===== src/ofvf_mul.sv =====
// Shared registered 32 x 32 signed multiplier.
module ofvf_mul (
  input  logic               clk,
  input  logic signed [31:0] a,
  input  logic signed [31:0] b,
  output logic signed [63:0] prod
);
  always_ff @(posedge clk) begin
    prod <= a * b;
  end
endmodule


===== config.mk =====
export PLATFORM = sky130hd
export DESIGN_NAME = ofvf_mul
export DESIGN_NICKNAME = d
export VERILOG_FILES = /design/src/ofvf_mul.sv
export SDC_FILE = /design/constraint.sdc
export NUM_CORES = 2
export LEC_CHECK = 0
export BUFFER_PORTS_ARGS = -buffer_cell sky130_fd_sc_hd__buf_4
export CAP_MARGIN = 20
export CORE_MARGIN = 2
export CORE_UTILIZATION = 52
export CTS_CLUSTER_SIZE = 30
export DETAILED_ROUTE_END_ITERATION = 10
export PLACE_DENSITY_LB_ADDON = 0.15
export SLEW_MARGIN = 0
export SYNTH_ARGS = -nofsm -noshare
export SYNTH_HDL_FRONTEND = slang
export SYNTH_SLANG_ARGS = --single-unit

===== constraint.sdc =====
create_clock -name clk -period 10.3 [get_ports clk]
set_input_delay 1.545 -clock clk [delete_from_list [all_inputs] [get_ports clk]]
set_output_delay 1.545 -clock clk [all_outputs]
set_load 0.03 [all_outputs]

==> results.cfg <==
[routing]
wl_per_cell_um = 20.7
routed_via_density = 5.29
antenna_violating_nets_post_route = 0
initialDrtViolationCount = 1425
vias = 25362
drc = 0
routed_wl_um = 99500
detailedRoute.firstPassIterationCount = 5

[setup_path]
cp_class = in -> reg
critical-path-top-cell-by-count = fa_1
required_worst_endpoint_ps = 10630
start_kind = primary input
path_max_fanout = 20
critPathSlowestCell = fa_1
timing.critical_path.to_type = register
worst_path_largest_cell_delay_ps = 620
worst-endpoint-arrival_ps = 9700

[clock_tree]
cts_tree = done
clock_path_buffers = 2
postCtsResizedCells = 0
clk_root_buffer_cell = clkbuf_16
clock-sinks = 64
postCtsSetupBuffers = 0
cts_htree_levels = 3
cts.hold.buffers_added = 0
clk_transition_reported_paths_ps = 70
cts-buffers-inserted = 9

[final_layout]
layout_commonest_cell = fa_1
final_cell_utilization_of_the_core = 0.549
regMostFlops = prod
antenna_cells = 0
reg_top3 = prod: 64 flops
largest_register_ff_count = 64
final_net_count = 5174
share_of_layout_cells_above_drive_strength_1 = 0.0486
mostFrequentLayoutCells = fa_1, inv_1, and2_1
area.growth.synth_to_final_pct = 5.07

[logic_synthesis]
cell_area_after_synthesis_mm2 = 0.0372
synth.net_count = 5215
synthDominantAreaCellType = fa_1
synth-async-reset-ratio = 0
netlist-cell-type-count = 63
ys_seq_elements = 64
netlist_instances = 3884
synth_largest_type_area_fraction = 0.582
post_synth_main_area_contributors = fa_1, inv_1, and2_1
synth_enable_flop_cells = 0
ys_seq_area_frac = 0.0344
post_synth.cell_area_avg_um2 = 9.59
yosys_warnings = 0
top_ff_cell_synth = dfxtp_1

[floorplanning]
die_y_um = 272
chipWidth_um = 272
rows = 98
die_area_mm2 = 0.0738
floorplan.io_pins = 129
initial_core_util = 0.523
core-area_mm2 = 0.0712

[timing]
final.period_utilization = 0.909
setup_viol_count_final = 0
worst-slew-pin-transition_ps = 1070
final_critical_path_required_period_ps = 9370
timing.final.max_slew_violations = 0
finalSetupTns_ps = 0
grt_setup_unrepaired = false
report.final.hold_viol_count = 0
relSlewSlack = 0.284
fmax_ghz = 0.107

[hold_path]
hold-path-endpoint = prod[0]$_DFF_P_
hold_path_depth = 2
timing.hold.worst.class = in -> reg
hold_start = b[0]

[grt]
grt_antenna_before_repair = 2
grt_remaining_overflow = 0
groute.usage.overall = 0.290
grt_pass1_vias = 28754
grt_max_degree = 33
grt_first_pass_wirelength_um = 162000

[flow_run]
max-cap-violations = 0

[placed_design]
gp_congestion = 0.881
detailedPlacementHpwl_um = 79000
io_buffers = 128

[run_status]
outcome = finished, final reports clean
## cells by family (layout without fill, tap and decap cells)
family / Yosys count / in the layout / share of synthesized area
buffers and inverters: 1152 / 1116 / 0.116
AOI/OAI and AO/OA: 193 / 193 / 0.0346
adders and majority gates: 1266 / 1266 / 0.643
xor gates and xnor gates: 75 / 75 / 0.0176
and+or+nand+nor: 1134 / 1134 / 0.154
DFF: 64 / 64 / 0.0344
## cells in the mapped netlist, drive strengths merged (2+ instances only)
library cell and n:
fa 1082, inv 952, and2 516, nand2 511
clkbuf 195, ha 184, a21oi 68, dfxtp 64
xnor2 53, nor2 42, o21ai 31, a21o 25
xor2 22, nand3 15, o21bai 15, a31oi 13
and3 9, nand2b 9, a211oi 8, nand4 7
nor3 7, o31ai 7, buf 5, or3 5
and4 4, o21a 4, a21boi 3, nor2b 3
o211ai 3, a2111oi 2, nand3b 2, nor4 2
o22a 2, o31a 2
## worst max path at each step
stage	start	endpoint	slack [ps]	cells after the start
2_1_floorplan	b[2]	prod[62]$_DFF_P_	1490	24
3_3_place_gp	a[31]	prod[62]$_DFF_P_	550	25
3_5_place_dp	a[31]	prod[62]$_DFF_P_	460	25
4_1_cts	a[31]	prod[62]$_DFF_P_	870	25
5_1_grt	a[31]	prod[62]$_DFF_P_	460	25
6_report	a[31]	prod[62]$_DFF_P_	930	25
## through the flow
stage / instance area, µm² / cells / worst slack (ps) / hold slack (ps)
floorplan: 37200 / 3884 / 1490 / 1670
global placement: 38800 / 4782 / 550 / 1970
detailed placement: 38800 / 4782 / 459 / 1970
CTS: 39100 / 4798 / 869 / 1570
global route: 39100 / 4798 / 465 / 1590
finish: 39100 / 4798 / 933 / 1590
## per-layer routing
metal  GRT usage  vias up  wire (µm)
met5           0        -          0
met4       0.116        0       4260
met3      0.0356      165       5300
met2       0.504      779      50800
met1       0.370    13457      39100
li1            -    10961          -
## worst max-delay path: cells and delay by family
family,cells,cell delay [ps]
buffers and inverters,8,1170
AO/OA/AOI/OAI,3,1140
AND/OR/NAND/NOR,4,830
adder cells (fa/ha/maj),9,4800
XOR/XNOR,1,160
## area by class of cell
class	count	area, µm²
inverters	952	3570
fillers	6499	32100
multi-input cells	2668	31600
well taps	950	1190
flip-flops and latches	64	1280
repair buffers	148	1110
clock inverters	4	75.1
clock buffers	12	267
Power is left out: the tool's default activity adds up to more than one toggle a clock period on the data nets, which glitch-free logic cannot reach.
