**config.mk**
```make
export PLATFORM = sky130hd
export DESIGN_NAME = ofvf_seq
export DESIGN_NICKNAME = d
export VERILOG_FILES = /design/src/ofvf_pkg.sv /design/src/ofvf_seq.sv
export SDC_FILE = /design/constraint.sdc
export NUM_CORES = 1
export LEC_CHECK = 0
export BUFFER_PORTS_ARGS = -buffer_cell sky130_fd_sc_hd__buf_2
export CORE_AREA = 4 4 41 43
export DETAILED_ROUTE_END_ITERATION = 10
export DIE_AREA = 0 0 45 47
export PLACE_DENSITY = 0.66
export SETUP_SLACK_MARGIN = 0.2
export SYNTH_ARGS = -nofsm -noshare
export SYNTH_HDL_FRONTEND = slang
export SYNTH_SLANG_ARGS = --single-unit
```
**constraint.sdc**
```tcl
create_clock -name clk -period 2.6 [get_ports clk]
set_input_delay 0.39 -clock clk [delete_from_list [all_inputs] [get_ports clk]]
set_output_delay 0.39 -clock clk [all_outputs]
set_load 0.01 [all_outputs]
```
**src/ofvf_pkg.sv**
```systemverilog
// Shared types, step codes and fixed-point helpers for the optical flow velocity filter.
package ofvf_pkg;

  typedef logic [4:0] step_t;

  typedef struct packed {
    logic  post;
    step_t step;
  } seq_ctl_t;

  // Error polynomial and error limits
  localparam step_t S_SQ   = 5'd0;
  localparam step_t S_CUBE = 5'd1;
  localparam step_t S_PC3  = 5'd2;
  localparam step_t S_PC2  = 5'd3;
  localparam step_t S_PC1  = 5'd4;
  localparam step_t S_EABS = 5'd5;
  localparam step_t S_PERR = 5'd6;
  // Scaling and rotation compensation
  localparam step_t S_SX   = 5'd7;
  localparam step_t S_SY   = 5'd8;
  localparam step_t S_RX1  = 5'd9;
  localparam step_t S_RX2  = 5'd10;
  localparam step_t S_RX3  = 5'd11;
  localparam step_t S_RXA  = 5'd12;
  localparam step_t S_RY1  = 5'd13;
  localparam step_t S_RY2  = 5'd14;
  localparam step_t S_RY3  = 5'd15;
  localparam step_t S_RYA  = 5'd16;
  // Displacement filters
  localparam step_t S_F0A  = 5'd17;
  localparam step_t S_F0B  = 5'd18;
  localparam step_t S_F0C  = 5'd19;
  localparam step_t S_F1A  = 5'd20;
  localparam step_t S_F1B  = 5'd21;
  localparam step_t S_F1C  = 5'd22;
  // Velocity and filters
  localparam step_t S_VX   = 5'd23;
  localparam step_t S_F2A  = 5'd24;
  localparam step_t S_F2B  = 5'd25;
  localparam step_t S_F2C  = 5'd26;
  localparam step_t S_VY   = 5'd27;
  localparam step_t S_F3A  = 5'd28;
  localparam step_t S_F3B  = 5'd29;
  localparam step_t S_F3C  = 5'd30;
  localparam step_t S_HLTH = 5'd31;

  localparam step_t S_LAST = S_HLTH;

  localparam logic [2:0] REG_CALIB   = 3'd0;
  localparam logic [2:0] REG_CUBIC   = 3'd1;
  localparam logic [2:0] REG_SQUARE  = 3'd2;
  localparam logic [2:0] REG_LINEAR  = 3'd3;
  localparam logic [2:0] REG_CONST   = 3'd4;
  localparam logic [2:0] REG_GAIN    = 3'd5;
  localparam logic [2:0] REG_FEEDBK  = 3'd6;
  localparam logic [2:0] REG_STEP    = 3'd7;

  localparam logic signed [31:0] Q_ONE      = 32'sd65536;
  localparam logic signed [31:0] Q_TENTH    = 32'sd6554;
  localparam logic [30:0]        ERR_BIG    = 31'd65536000;
  localparam logic [7:0]         QUAL_FLOOR = 8'd10;
  localparam logic [7:0]         QUAL_GOOD  = 8'd70;
  localparam int                 FAIL_LIMIT = 50;

  function automatic logic signed [31:0] sat32(input logic signed [63:0] v);
    if (v > 64'sd2147483647) begin
      return 32'sh7fffffff;
    end else if (v < -64'sd2147483648) begin
      return 32'sh80000000;
    end
    return v[31:0];
  endfunction

  function automatic logic [30:0] sat31(input logic signed [63:0] v);
    if (v > 64'sd2147483647) begin
      return 31'h7fffffff;
    end else if (v < 64'sd0) begin
      return 31'd0;
    end
    return v[30:0];
  endfunction

  // Q16.16 product: floor shift by 16, then saturate.
  function automatic logic signed [31:0] qpost(input logic signed [63:0] p);
    return sat32(p >>> 16);
  endfunction

endpackage

```
**src/ofvf_seq.sv**
```systemverilog
// Sequencer: handshake state machine, step counter and issue/post phase.
module ofvf_seq (
  input  logic            clk,
  input  logic            rst,
  input  logic            in_valid,
  output logic            in_ready,
  output logic            out_valid,
  input  logic            out_ready,
  input  ofvf_pkg::step_t start_step,
  output ofvf_pkg::seq_ctl_t ctl
);
  import ofvf_pkg::*;

  typedef enum logic [2:0] {
    ST_IDLE = 3'b001,
    ST_RUN  = 3'b010,
    ST_DONE = 3'b100
  } state_t;

  state_t state;
  step_t  step;
  logic   phase;

  assign in_ready  = (state == ST_IDLE);
  assign out_valid = (state == ST_DONE);
  assign ctl.post  = (state == ST_RUN) && phase;
  assign ctl.step  = step;

  always_ff @(posedge clk) begin
    if (rst) begin
      state <= ST_IDLE;
      step  <= '0;
      phase <= 1'b0;
    end else begin
      case (state)
        ST_IDLE: begin
          if (in_valid) begin
            state <= ST_RUN;
            step  <= start_step;
            phase <= 1'b0;
          end
        end
        ST_RUN: begin
          // Each step issues a product, then consumes it in the next cycle.
          phase <= ~phase;
          if (phase) begin
            if (step == S_LAST) begin
              state <= ST_DONE;
            end else begin
              step <= step + 5'd1;
            end
          end
        end
        ST_DONE: begin
          if (out_ready) begin
            state <= ST_IDLE;
          end
        end
        default: state <= ST_IDLE;
      endcase
    end
  end
endmodule

```
==> Implementation_results.wiki <==
{| class="wikitable"
! Metric !! Value
|-
| Outcome || finished, final reports clean
|-
| Setup Skew || 0.000536 ns
|-
| Post-DP HPWL || 845 um
|-
| Hold Crit Start || start_step[1]
|-
| Total wire length after detailed routing || 1100 um
|-
| Cell chosen for the clock root || clkbuf_4
|-
| DR DRC count || 0
|-
| Cell types occupying the most area after synthesis || dfxtp_1 (33%), a21oi_1 (5.5%), a311oi_1 (4.8%)
|-
| # clock sinks || 9
|-
| Syn Inst Count || 63
|-
| Detailed Route Iter0 Violations || 10
|-
| Final count of hold timing violations || 0
|-
| Largest stage delay, worst path || 0.35 ns
|-
| Slew Limit Headroom || 78.4%
|-
| Post-Syn Area || 546 um2
|-
| Power density of the placed cells || 531 nW/um2
|-
| Detail-routed net length per standard cell || 11.7 um
|-
| Via density || 5.21
|-
| Worst R2R Path Depth || 7
|-
| Global-route usage over all layers || 12.5%
|-
| Resize count post-CTS || 0
|-
| Commonest register cell after synthesis || dfxtp_1
|-
| Crit path required time || 2.77 ns
|-
| TritonCTS clock tree || built
|-
| Post-Synthesis Mean Instance Area || 8.66 um2
|-
| Die height || 47 um
|-
| CTS buffer count || 3
|-
| Initial Utilization || 41.9%
|-
| Sequential-to-total area share from yosys stat || 33.0%
|-
| Core area || 1300 um2
|-
| Post-DRT Antenna Nets || 0
|-
| IO Port Bufs || 16
|-
| Number of max-slew violations in the final report || 0
|-
| Row cnt || 13
|-
| Buffer count from post-CTS setup fixing || 0
|-
| Via count of the first global-routing pass || 443
|-
| Aggregate global routing overflow || 0
|-
| Maximum number of pins on one net before global-route repair || 11
|-
| Crit path buffers/inverters || 0
|-
| First-pass iteration count of the detailed router || 4
|-
| Vias after detailed routing || 490
|-
| Number of antenna violations at the first check in global routing || 0
|-
| RSZ-0062 raised after global routing || false
|-
| Most numerous cell on the critical path || ha_1
|-
| Number of distinct library cells after synthesis || 30
|-
| Leakage power summed over all cells || 0.272 nW
|-
| Commonest cells post-synth || dfxtp_1 (9), a21oi_1 (6), nand2_1 (6), nor2_1 (6), a311oi_1 (3)
|-
| Die area || 2120 um2
|-
| Hold Slack || 0.401 ns
|-
| CP Cell Sequence || ha_1, and3_1, ha_1, nand4bb_1, a21oi_4, a21oi_1, a311oi_1
|-
| Worst Setup Path Type || reg2reg
|-
| Max-capacitance violation count || 0
|-
| Type of element capturing the critical path || flip-flop
|-
| Cell type group with the largest total delay on the critical path || compound AO/OA/AOI/OAI gates
|-
| Place WS || 0.724 ns
|-
| Count of boundary I/O pins || 17
|-
| Fmax || 528 MHz
|-
| Fraction of final layout cells sized beyond drive strength 1 || 30.4%
|-
| Worst reg-to-reg setup slack || 0.71 ns
|-
| Final cell area excluding filler cells || 639 um2
|-
| Crit path max fanout || 10
|-
| Number of setup violations in the final report || 0
|-
| Period utilisation layout || 72.9%
|-
| Worst setup path startpoint || step[0]$_SDFFE_PP0P_
|-
| Number of antenna cells inserted || 0
|-
| Library cell contributing the largest single delay on the critical path || dfxtp_1
|-
| Total Neg Setup Slack || 0 ns
|-
| Data arrival time of the worst path || 2.06 ns
|-
| CTS Buffer Depth || 2
|-
| Number of synthesized flops with an enable pin || 0
|-
| Worst flop-to-flop path startpoint || step[0]$_SDFFE_PP0P_
|-
| Clk_lat worst skew || 0.26 ns
|-
| CP Capture Point || step[0]$_SDFFE_PP0P_
|-
| Library cell with the highest instance count after synthesis || dfxtp_1
|-
| Final Net Count || 91
|-
| Peak supply drop || 301 uV
|-
| Placer Congestion || 0.799
|-
| Horizontal extent of the die || 45 um
|-
| Reg-to-reg endpoint || step[0]$_SDFFE_PP0P_
|-
| Number of buffers inserted for hold repair after clock tree synthesis || 0
|-
| Setup WS post-layout || 0.705 ns
|-
| Slew at the pin with the worst max-slew slack || 0.324 ns
|-
| Depth of the critical timing path with buffers and inverters included || 7
|-
| Layout Area Growth over Synthesis || 17.2%
|-
| Global-route wire length before repair || 1860 um
|-
| Net count after synthesis || 74
|-
| Crit start category || flip-flop
|-
| Flip-flop and latch count after synthesis || 9
|-
| Total design power || 0.000340 W
|-
| Placement Cell Area || 613 um2
|-
| Total of warnings raised by yosys || 0
|-
| Share of synthesized registers carrying an async set or reset || 0%
|-
| Shortest period the worst path allows || 1.89 ns
|-
| Worst Hold Class || in2reg
|-
| Count of H-tree levels built during CTS || 1
|-
| Share of the synthesized area in the top cell type || 33.0%
|-
| Clock transition time at the flip-flop clock pins of the worst setup and hold paths || 0.06 ns
|-
| Cell type contributing the most total cell area after synthesis || dfxtp_1
|}
[state kept, by name, summed over array words and instances (netlist names)]
signal,cells
state,3
phase,1
step,5
[cell type report]
cell class,count,area [um2]
Tap cell,15,18.8
Clock buffer,4,26.3
Timing Repair Buffer,16,80.1
Multi-Input combinational cell,50,334
Sequential cell,9,180
Fill cell,140,662
[through the flow]
stage,util [%],cells
after floorplan,-,63
after global placement,47.1,90
after detailed placement,47.1,90
after CTS,49.1,94
after global routing,49.1,94
final,49.1,94
[routing by layer]
metal  track usage (%)  wire length (um)
met5                 0                 0
met4              5.26                12
met3              6.51                87
met2              18.6               516
met1              14.9               485
[layout by cell type (no fill, tap or decap), drive strengths merged, types with 2 or more instances in the layout]
cell type	synthesis	final
nor2b	2	2
nor2	6	6
nand2	6	6
ha	2	2
nor3	2	2
nand2b	3	3
dfxtp	9	9
buf	4	16
a21oi	7	7
a311oi	3	3
nor3b	3	3
and2	3	3
clkbuf	0	4
o21ai	3	3
[how the worst min path moves through the flow]
stage / to / slack, ns / cells past startpoint
2_1_floorplan: phase$_SDFFE_PP0P_ / 0.51 / 2
3_3_place_gp: step[4]$_SDFFE_PP0P_ / 0.51 / 2
3_5_place_dp: step[4]$_SDFFE_PP0P_ / 0.52 / 2
4_1_cts: step[1]$_SDFFE_PP0P_ / 0.39 / 3
5_1_grt: step[4]$_SDFFE_PP0P_ / 0.40 / 3
6_report: step[1]$_SDFFE_PP0P_ / 0.40 / 3
[power breakdown]
group          internal, W  switching, W
sequential        0.000149     0.0000154
clock            0.0000591     0.0000475
combinational    0.0000335     0.0000348
total             0.000242     0.0000977
[worst reg2reg max path: stages (launching register included)]
cell and delay (ns):
dfxtp_1 0.35, ha_1 0.22, and3_1 0.18, ha_1 0.18, nand4bb_1 0.24, a21oi_4 0.30, a21oi_1 0.10, a311oi_1 0.24
[cell families after synthesis]
family | after synthesis | share of synthesized area [%]
flops | 9 | 33.0
simple gates | 31 | 33.9
fa+ha+maj | 2 | 4.59
compound gates | 16 | 20.9
buf+inv | 4 | 5.73
mux | 1 | 1.83
Power figures use the tool's default switching activity.
